==> src/sv/wacf_pkg.sv <==
`timescale 1ns / 1ps
package wacf_pkg;

    localparam int MAX_SAMPLES = 16384;
    localparam int CNT_W       = 15;
    localparam int CFG_IDX_W   = 8;
    localparam int DIV_CNT_W   = 7;
    localparam int DVD_W       = 128;

    localparam logic [CFG_IDX_W-1:0] REG_FORCED_EN  = 8'd0;
    localparam logic [CFG_IDX_W-1:0] REG_FORCED_AMP = 8'd1;

    localparam logic [63:0] SMAX    = 64'h7FFF_FFFF_FFFF_FFFF;
    localparam logic [63:0] SMIN    = 64'h8000_0000_0000_0000;
    localparam logic [31:0] AMP_ERR = 32'hFFFF_0000;
    localparam logic [31:0] AMP_MAX = 32'h7FFF_FFFF;

    // divider bit counts for the three divisions
    localparam logic [DIV_CNT_W-1:0] DIV_N_WEIGHT = 7'd33;
    localparam logic [DIV_CNT_W-1:0] DIV_N_AMP    = 7'd80;
    localparam logic [DIV_CNT_W-1:0] DIV_N_CHI    = 7'd78;

    typedef struct packed {
        logic signed [23:0] spectrum_flux;
        logic signed [23:0] template_flux;
        logic        [15:0] sigma;
        logic               use_sample;
        logic               last;
    } in_item_t;

    typedef struct packed {
        logic signed [63:0] chi_square;
        logic signed [31:0] amplitude;
        logic               fit_status;
        logic        [14:0] samples_used;
    } out_item_t;

    typedef enum logic [4:0] {
        OP_NOP,
        OP_LOAD,
        OP_WDIV,
        OP_DIV_STEP,
        OP_WMUL,
        OP_WACC,
        OP_AMP_DIV,
        OP_AMP_SET,
        OP_PMUL,
        OP_PACC,
        OP_PSAT,
        OP_FIT,
        OP_CMUL,
        OP_CACC,
        OP_CHI_DIV,
        OP_CHI_SET,
        OP_ERR_SET,
        OP_OUT
    } dp_op_t;

    typedef struct packed {
        dp_op_t     op;
        logic [1:0] part;
    } dp_cmd_t;

    typedef struct packed {
        logic div_last;
        logic use_s;
        logic last_s;
        logic data_err;
        logic amp_direct;
    } dp_status_t;

    typedef enum logic [4:0] {
        ST_IDLE,
        ST_LOADED,
        ST_WDIV_RUN,
        ST_WMUL,
        ST_WACC,
        ST_END,
        ST_AMP_RUN,
        ST_AMP_SET,
        ST_PMUL,
        ST_PACC,
        ST_PSAT,
        ST_FIT,
        ST_CMUL,
        ST_CACC,
        ST_CHI_DIV,
        ST_CHI_RUN,
        ST_CHI_SET,
        ST_OUT
    } ctrl_state_t;

    function automatic logic [63:0] sat_add64(input logic [63:0] a, input logic [63:0] b);
        logic [63:0] r;
        r = a + b;
        if (a[63] == b[63] && r[63] != a[63]) begin
            r = a[63] ? SMIN : SMAX;
        end
        return r;
    endfunction

    function automatic logic [63:0] sat_sub64(input logic [63:0] a, input logic [63:0] b);
        logic [63:0] r;
        r = a - b;
        if (a[63] != b[63] && r[63] != a[63]) begin
            r = a[63] ? SMIN : SMAX;
        end
        return r;
    endfunction

    // signed value from sign and magnitude, saturated to 64 bits
    function automatic logic [63:0] sat_signed(input logic neg, input logic [DVD_W-1:0] mag);
        logic [63:0] r;
        if (neg) begin
            r = (mag > {64'd0, SMIN}) ? SMIN : (64'd0 - mag[63:0]);
        end else begin
            r = (mag > {64'd0, SMAX}) ? SMAX : mag[63:0];
        end
        return r;
    endfunction

endpackage

==> src/sv/wacf_ctrl.sv <==
`timescale 1ns / 1ps
module wacf_ctrl import wacf_pkg::*; (
    input  logic       aclk,
    input  logic       aresetn,
    input  logic       s_valid,
    output logic       s_ready,
    output logic       m_valid,
    input  logic       m_ready,
    input  dp_status_t status,
    output dp_cmd_t    cmd
);

    ctrl_state_t state_reg, state_next;
    logic [1:0]  part_reg, part_next;
    logic        m_valid_reg, m_valid_next;

    always_ff @(posedge aclk) begin
        if (!aresetn) begin
            state_reg   <= ST_IDLE;
            part_reg    <= '0;
            m_valid_reg <= 1'b0;
        end else begin
            state_reg   <= state_next;
            part_reg    <= part_next;
            m_valid_reg <= m_valid_next;
        end
    end

    always_comb begin
        state_next = state_reg;
        part_next  = part_reg;
        cmd.op     = OP_NOP;
        cmd.part   = part_reg;
        s_ready    = 1'b0;
        unique case (state_reg)
            ST_IDLE: begin
                s_ready = 1'b1;
                if (s_valid) begin
                    cmd.op     = OP_LOAD;
                    state_next = ST_LOADED;
                end
            end
            ST_LOADED: begin
                part_next = '0;
                if (status.use_s) begin
                    cmd.op     = OP_WDIV;
                    state_next = ST_WDIV_RUN;
                end else if (status.last_s) begin
                    state_next = ST_END;
                end else begin
                    state_next = ST_IDLE;
                end
            end
            ST_WDIV_RUN: begin
                cmd.op = OP_DIV_STEP;
                if (status.div_last) state_next = ST_WMUL;
            end
            ST_WMUL: begin
                cmd.op     = OP_WMUL;
                state_next = ST_WACC;
            end
            ST_WACC: begin
                cmd.op = OP_WACC;
                if (part_reg == 2'd2) begin
                    part_next  = '0;
                    state_next = status.last_s ? ST_END : ST_IDLE;
                end else begin
                    part_next  = part_reg + 1'b1;
                    state_next = ST_WMUL;
                end
            end
            ST_END: begin
                part_next = '0;
                if (status.data_err) begin
                    cmd.op     = OP_ERR_SET;
                    state_next = ST_OUT;
                end else if (status.amp_direct) begin
                    cmd.op     = OP_AMP_SET;
                    state_next = ST_PMUL;
                end else begin
                    cmd.op     = OP_AMP_DIV;
                    state_next = ST_AMP_RUN;
                end
            end
            ST_AMP_RUN: begin
                cmd.op = OP_DIV_STEP;
                if (status.div_last) state_next = ST_AMP_SET;
            end
            ST_AMP_SET: begin
                cmd.op     = OP_AMP_SET;
                state_next = ST_PMUL;
            end
            ST_PMUL: begin
                cmd.op     = OP_PMUL;
                state_next = ST_PACC;
            end
            ST_PACC: begin
                cmd.op = OP_PACC;
                if (part_reg[0]) begin
                    part_next  = '0;
                    state_next = ST_PSAT;
                end else begin
                    part_next  = 2'd1;
                    state_next = ST_PMUL;
                end
            end
            ST_PSAT: begin
                cmd.op     = OP_PSAT;
                state_next = ST_FIT;
            end
            ST_FIT: begin
                cmd.op     = OP_FIT;
                state_next = ST_CMUL;
            end
            ST_CMUL: begin
                cmd.op     = OP_CMUL;
                state_next = ST_CACC;
            end
            ST_CACC: begin
                cmd.op = OP_CACC;
                if (part_reg[0]) begin
                    part_next  = '0;
                    state_next = ST_CHI_DIV;
                end else begin
                    part_next  = 2'd1;
                    state_next = ST_CMUL;
                end
            end
            ST_CHI_DIV: begin
                cmd.op     = OP_CHI_DIV;
                state_next = ST_CHI_RUN;
            end
            ST_CHI_RUN: begin
                cmd.op = OP_DIV_STEP;
                if (status.div_last) state_next = ST_CHI_SET;
            end
            ST_CHI_SET: begin
                cmd.op     = OP_CHI_SET;
                state_next = ST_OUT;
            end
            ST_OUT: begin
                // wait until the output register is free
                if (!m_valid_reg || m_ready) begin
                    cmd.op     = OP_OUT;
                    state_next = ST_IDLE;
                end
            end
            default: state_next = ST_IDLE;
        endcase
    end

    assign m_valid_next = (m_valid_reg && !m_ready) || (cmd.op == OP_OUT);
    assign m_valid      = m_valid_reg;

endmodule

==> config.mk <==
export PLATFORM = sky130hd
export DESIGN_NAME = wacf_ctrl
export DESIGN_NICKNAME = d
export VERILOG_FILES = /design/src/sv/wacf_pkg.sv /design/src/sv/wacf_ctrl.sv
export SDC_FILE = /design/constraint.sdc
export NUM_CORES = 1
export LEC_CHECK = 0
export ABC_AREA = 1
export BUFFER_PORTS_ARGS = -buffer_cell sky130_fd_sc_hd__clkbuf_2
export CAP_MARGIN = 20
export CORE_MARGIN = 8
export CORE_UTILIZATION = 49
export CTS_BUF_LIST = sky130_fd_sc_hd__clkbuf_8
export DETAILED_ROUTE_END_ITERATION = 8
export PLACE_DENSITY = 0.89
export SKIP_CTS_REPAIR_TIMING = 1
export SLEW_MARGIN = 20
export SYNTH_ARGS = -nofsm -noshare
export SYNTH_HDL_FRONTEND = slang
export SYNTH_SLANG_ARGS = --single-unit
==> constraint.sdc <==
create_clock -name aclk -period 1.2 [get_ports aclk]
set_input_delay 0.24 -clock aclk [delete_from_list [all_inputs] [get_ports aclk]]
set_output_delay 0.24 -clock aclk [all_outputs]
set_load 0.03 [all_outputs]
==> impl_metrics.json, run 1 <==
{
  "grt-worst-endpoint": "cmd[3]",
  "placed_cell_area_um2": 1150,
  "clockBufferDepth": 2,
  "place_congestion": 1.05,
  "synth-seq-cells": 8,
  "cts_root_buffer": "clkbuf_8",
  "worstEpCategory": "output port",
  "place_ws_ns": -0.295,
  "dp_hpwl_um": 2660,
  "io-pin-count": 18,
  "die_height_um": 55.8,
  "synth.distinct_cells": 22,
  "portBuffers": 17,
  "synth_nets": 149,
  "yosysSeqAreaShare": 0.207,
  "error_line": "[ERROR DPL-0038] Utilization greater than 100%, impossible to legalize",
  "initial_core_util": 0.520,
  "cts_sinks": 8,
  "die_x_um": 55.8,
  "numCtsBuffers": 3,
  "grt_max_degree": 7,
  "status": "aborted with a tool error",
  "htree_levels": 1,
  "lastStage": "global routing",
  "syn_area_um2": 774,
  "yosys_warnings": 0,
  "row_count": 14,
  "postSynthAreaPerCell_um2": 5.53,
  "syn_inst": 140
}
[synth_stat cells, drive strengths merged]
library cell	count	area share
nor3b	1	0.0097
buf	1	0.015
nor3	2	0.019
a21oi	8	0.052
o2111ai	1	0.011
a31oi	1	0.0081
nor2	26	0.15
a211oi	1	0.0097
nand2	44	0.23
o21ai	5	0.032
and2	1	0.0081
nand4	6	0.048
nand3	12	0.090
or2	1	0.0081
dfxtp	8	0.21
inv	22	0.11
[cells by family after synthesis]
group / count (synthesis) / synth area share
AO/OA/AOI/OAI: 16 / 0.113
buffers and inverters: 23 / 0.121
flip-flops: 8 / 0.207
AND/OR/NAND/NOR: 93 / 0.559
[metrics by stage]
stage                     utilization  TNS, ns  instances
after CTS                       0.800    -4.60        207
after floorplan                     -   -0.640        140
after global placement          0.772    -2.11        204
after detailed placement        0.772    -2.96        204
==> inputs of run 2 (changes only) <==
--- a/config.mk
+++ b/config.mk
@@ -8,11 +8,10 @@
 export ABC_AREA = 1
 export BUFFER_PORTS_ARGS = -buffer_cell sky130_fd_sc_hd__clkbuf_2
 export CAP_MARGIN = 20
-export CORE_MARGIN = 8
-export CORE_UTILIZATION = 49
-export CTS_BUF_LIST = sky130_fd_sc_hd__clkbuf_8
+export CORE_AREA = 8 8 69 71
 export DETAILED_ROUTE_END_ITERATION = 8
-export PLACE_DENSITY = 0.89
+export DIE_AREA = 0 0 77 79
+export PLACE_DENSITY_LB_ADDON = 0.15
 export SKIP_CTS_REPAIR_TIMING = 1
 export SLEW_MARGIN = 20
 export SYNTH_ARGS = -nofsm -noshare
==> constraint.sdc (replaced) <==
create_clock -name aclk -period 1.6 [get_ports aclk]
set_input_delay 0.32 -clock aclk [delete_from_list [all_inputs] [get_ports aclk]]
set_output_delay 0.32 -clock aclk [all_outputs]
set_load 0.03 [all_outputs]
==> run 2 against run 1 <==
  * The flow now finishes, with violations (setup timing)
  * Synthesized cell count unchanged
  * Area after synthesis is the same
==> impl_metrics.json, run 2 <==
{
  "synth.top_cell.area_share": 0.207,
  "synth_top_cell_by_area": "dfxtp_1",
  "grt_pass1_wl_um": 5070,
  "wl_per_cell_um": 12.9,
  "clockBufferDepth": 2,
  "path_clk_slew_ns": 0.05,
  "grt_max_degree": 7,
  "portBuffers": 17,
  "final_cells": 247,
  "finalCritPeriodShare": 1.08,
  "htree_levels": 1,
  "drive_gt1_frac": 0.533,
  "worstReg2RegStart": "state_reg[1]",
  "cts_sinks": 8,
  "dr.first_iter.drc_count": 41,
  "leakage_nw": 0.715,
  "maxCapViolCount": 0,
  "rsz0062_at_grt": "yes",
  "path_buf_inv": 2,
  "place_congestion": 0.878,
  "cp_max_fo": 6,
  "cts_tree": "built",
  "synth-seq-cells": 8,
  "crit_path_max_incr_delay_ns": 0.39,
  "critPathKind": "reg -> out",
  "placed_cells": 239,
  "synthTopCellsByCount": "nand2_1, nor2_1, inv_1",
  "first_pass_iters": 4,
  "antenna_found_initial": 0,
  "p_per_area_nw_per_um2": 1220,
  "place_ws_ns": -0.150,
  "io-pin-count": 18,
  "relSlewSlack": 0.837,
  "wirelength_um": 3180,
  "yosysSeqAreaShare": 0.207,
  "setup_viol": 6,
  "syn_inst": 140,
  "dp_hpwl_um": 2570,
  "synth.area.top_cells": "dfxtp_1, nand2_1, nor2_1",
  "n_antenna_cell": 0,
  "cts_root_buffer": "clkbuf_8",
  "status": "finished, violations left",
  "slew_viol_final": 0,
  "areaGrowthSynthToFinish_pct": 85.1,
  "worstSetupStartpointType": "flip-flop",
  "core_area_um2": 3800,
  "cp_top_family": "simple AND/OR/NAND/NOR gates",
  "postSynthAreaPerCell_um2": 5.53,
  "whs_ns": 0.300,
  "min_to": "state_reg[3]",
  "vias_per_cell": 4.54,
  "fin_util": 0.377,
  "ys.flop_type": "dfxtp_1",
  "hold_viol": 0,
  "ant_nets": 0,
  "numCtsBuffers": 3,
  "fin_setup_tns_ns": -0.453,
  "largest_reg_flops": 5,
  "skew_ns": 0.00848,
  "hold_class": "in -> reg",
  "die_x_um": 77,
  "row_count": 23,
  "clk_latency_ns": 0.23,
  "final_cell_mix": "buf_4, nand2_1, inv_1, nor2_1, clkbuf_2",
  "cp-end-kind": "primary output",
  "cp_slowest_cell": "dfxtp_4",
  "async_reset_ff_frac": 0,
  "tightestPinTransition_ns": 0.244,
  "crit_required_ns": 1.28,
  "grt_pass1_vias": 1099,
  "dr_total_vias": 1122,
  "synth_most_common_cell": "nand2_1",
  "hold_start": "aresetn",
  "initial_core_util": 0.204,
  "fin_crit_ns": 1.73,
  "crit_arrival_ns": 1.41,
  "synth_edf_count": 0,
  "setup_ws_ns": -0.131,
  "yosys_warnings": 0,
  "dieArea_um2": 6080,
  "fillers": 429,
  "worstPathCellList": "inv_1 > nand2_1 > nor2_1 > nor3b_4 > nand4_1 > buf_6",
  "drcViolationCount": 0,
  "die_height_um": 79,
  "gr-usage-all-layers": 0.102,
  "synth_nets": 149,
  "reg2reg_to": "state_reg[1]",
  "overflow": 0,
  "reg2reg_depth": 11,
  "reg2reg_slack_ns": 0.12,
  "fin_nets": 208,
  "final_common_cell": "buf_4",
  "synth.distinct_cells": 22,
  "max_freq_ghz": 0.578,
  "hold_depth": 3,
  "max-vdd-ir-drop_mv": 0.383,
  "syn_area_um2": 774,
  "violations": "setup timing"
}
==> run 2: cell counts after synthesis <==
No cell type changed its count.
==> run 2: how the worst max path moves through the flow <==
| stage | cells past startpoint | to | startpoint |
|---|---|---|---|
| after floorplan | 4 | cmd[3] | state_reg[3] |
| after global placement | 8 | cmd[2] | state_reg[1] |
| after detailed placement | 8 | cmd[2] | state_reg[1] |
| after CTS | 8 | cmd[2] | state_reg[1] |
| after global routing | 6 | cmd[2] | state_reg[2] |
| final | 6 | cmd[2] | state_reg[2] |
==> run 2: where the power goes <==
part	switching [W]	internal [W]	leakage, nW
combinational	0.000625	0.000526	0.625
sequential	0.000104	0.000240	0.0686
clock	0.0000850	0.000164	0.0216
total	0.000814	0.000930	0.715
==> run 2: per-stage QoR <==
stage	total power, W	cell area (µm²)
after global placement	0.00122	1160
after floorplan	0.000806	779
after CTS	0.00147	1200
after detailed placement	0.00122	1160
final	0.00174	1430
after global routing	0.00186	1430
==> run 2: layout make-up <==
type	instances	area (µm²)	share of cell area
clock buffer	3	41.3	0.0288
inverter	22	95.1	0.0663
multi-input combinational	109	659	0.460
sequential	8	179	0.125
tap	50	62.6	0.0436
timing repair buffer	55	397	0.277
==> run 2: cells by family after synthesis <==
| logic type | Yosys count | synth area share |
|---|---|---|
| AO/OA/AOI/OAI | 16 | 0.113 |
| flip-flops | 8 | 0.207 |
| AND/OR/NAND/NOR | 93 | 0.559 |
| buffers and inverters | 23 | 0.121 |
==> run 2: metal layers <==
layer | GRT usage | vias up | part of all wire
met5 | 0 | - | 0
met4 | 0.0566 | 0 | 0.018
met3 | 0.00790 | 4 | 0.038
met2 | 0.188 | 32 | 0.54
met1 | 0.113 | 524 | 0.40
li1 | - | 562 | -
==> run 2: worst reg2reg max path, delay by kind of cell, from the launching register on <==
kind,cells,cell delay (ns)
and+or+nand+nor,7,0.60
DFF,1,0.39
buffers and inverters,2,0.23
AOI/OAI and AO/OA,2,0.19
(Power assumes the default switching activity.)
==> inputs of run 3 (changes only) <==
--- a/config.mk
+++ b/config.mk
@@ -11,6 +11,7 @@
 export CORE_AREA = 8 8 69 71
 export DETAILED_ROUTE_END_ITERATION = 8
 export DIE_AREA = 0 0 77 79
+export MAX_ROUTING_LAYER = met4
 export PLACE_DENSITY_LB_ADDON = 0.15
 export SKIP_CTS_REPAIR_TIMING = 1
 export SLEW_MARGIN = 20
==> run 3 against run 2 <==
  * The flow still finishes with violations (setup timing)
  * Highest routed layer unchanged
  * Clock power fell by 3%
  * Die area did not move
  * Total power fell by 3.6%
  * Cell count fell by 1.2%
==> impl_metrics.json, run 3 (synthesized netlist as in run 2, its figures left out) <==
{
  "status": "finished, violations left",
  "violations": "setup timing",
  "tightestPinTransition_ns": 0.253,
  "fin_nets": 205,
  "wirelength_um": 3030,
  "drt-met1-wl_um": 1210,
  "dp_hpwl_um": 2500,
  "p_int_w": 0.000901,
  "rsz0062_at_grt": "yes",
  "dr_total_vias": 1108,
  "final_cell_mix": "buf_4, nand2_1, inv_1, nor2_1, clkbuf_2",
  "cp-end-kind": "primary output",
  "place_congestion": 0.901,
  "io-pin-count": 18,
  "power_w": 0.00168,
  "placed_cells": 239,
  "overflow": 0,
  "top_layer": "met4",
  "slew_viol_final": 0,
  "placed_cell_area_um2": 1160,
  "relSlewSlack": 0.831,
  "setup_viol": 6,
  "crit_arrival_ns": 1.40,
  "grt_pass1_wl_um": 4840,
  "cp_max_fo": 6,
  "cts_tree": "built",
  "cts_root_buffer": "clkbuf_8",
  "gr-usage-all-layers": 0.0986,
  "cts_sinks": 8,
  "grt_max_degree": 7,
  "portBuffers": 17,
  "pwr-share-seq": 0.199,
  "final_common_cell": "buf_4",
  "final_cells": 244,
  "clockPowerShare": 0.143,
  "finalCritPeriodShare": 1.07,
  "p_comb_frac": 0.658,
  "core_area_um2": 3800,
  "areaGrowthSynthToFinish_pct": 80.8,
  "largest_reg_flops": 5,
  "fillers": 433,
  "dr.first_iter.drc_count": 72,
  "critPathKind": "reg -> out",
  "clockBufferDepth": 2,
  "worstSetupStartpointType": "flip-flop",
  "clk_latency_ns": 0.23,
  "max-vdd-ir-drop_mv": 0.319,
  "leakage_nw": 0.695,
  "place_ws_ns": -0.112,
  "path_clk_slew_ns": 0.04,
  "dieArea_um2": 6080,
  "wl_met2_um": 1640,
  "wl_per_cell_um": 12.4,
  "hold_viol": 0,
  "ant_nets": 0,
  "routed-wl-met3_um": 97,
  "row_count": 23,
  "fin_crit_ns": 1.72,
  "crit_required_ns": 1.28,
  "hold_class": "in -> reg",
  "power_switching_w": 0.000779,
  "numCtsBuffers": 3,
  "antenna_found_initial": 0,
  "die_height_um": 79,
  "max_freq_ghz": 0.582,
  "vias_per_cell": 4.54,
  "p_sw_frac": 0.464,
  "initial_core_util": 0.204,
  "htree_levels": 1,
  "first_pass_iters": 4,
  "postLayoutCellArea_um2": 1400,
  "setup_ws_ns": -0.118,
  "die_x_um": 77,
  "n_antenna_cell": 0,
  "grt_pass1_vias": 1147,
  "drcViolationCount": 0,
  "p_per_area_nw_per_um2": 1200,
  "skew_ns": 0.00534,
  "drive_gt1_frac": 0.510,
  "maxCapViolCount": 0
}
## run 3: routing by layer
metal	GRT usage	vias to the layer above
li1	-	560
met1	0.104	511
met2	0.179	31
met3	0.00339	6
met4	0.0642	0
met5	-	-
## run 3: final cells by class
class                           instances  area (µm²)  area share
Timing Repair Buffer                   52         368       0.263
Sequential cell                         8         179       0.128
Clock buffer                            3        41.3      0.0295
Multi-Input combinational cell        109         659       0.471
Tap cell                               50        62.6      0.0447
Inverter                               22        90.1      0.0643
## run 3: worst paths after layout
kind                 from      endpoint  slack (ns)  depth (start not counted)
max          state_reg[2]        cmd[3]       -0.12                          6
min               aresetn  state_reg[3]        0.32                          3
min reg2reg   part_reg[0]   part_reg[0]        0.52                          2
max reg2reg  state_reg[1]  state_reg[0]        0.04                          9
## run 3: power by group through the flow
stage	Combinational [W]	Sequential, W	Clock (W)
finish	0.00111	0.000335	0.000240
global route	0.00120	0.000341	0.000249
CTS	0.000932	0.000290	0.000245
detailed placement	0.000926	0.000293	0
global placement	0.000949	0.000293	0
floorplan	0.000525	0.000281	0
## run 3: through the flow
step / TNS (ns) / hold WS, ns / util
finish: -0.456 / 0.323 / 0.369
global route: -0.908 / 0.350 / 0.369
CTS: -1.58 / 0.321 / 0.317
detailed placement: -0.251 / 0.520 / 0.306
global placement: -0.289 / 0.501 / 0.306
floorplan: 0 / 0.418 / -
## run 3: critical path, stage by stage (launching register included)
cell and delay [ns]:
dfxtp_4 0.37, nor2_4 0.20, nand2_2 0.12, inv_1 0.07
nand3_1 0.09, o2111ai_1 0.12, buf_4 0.19
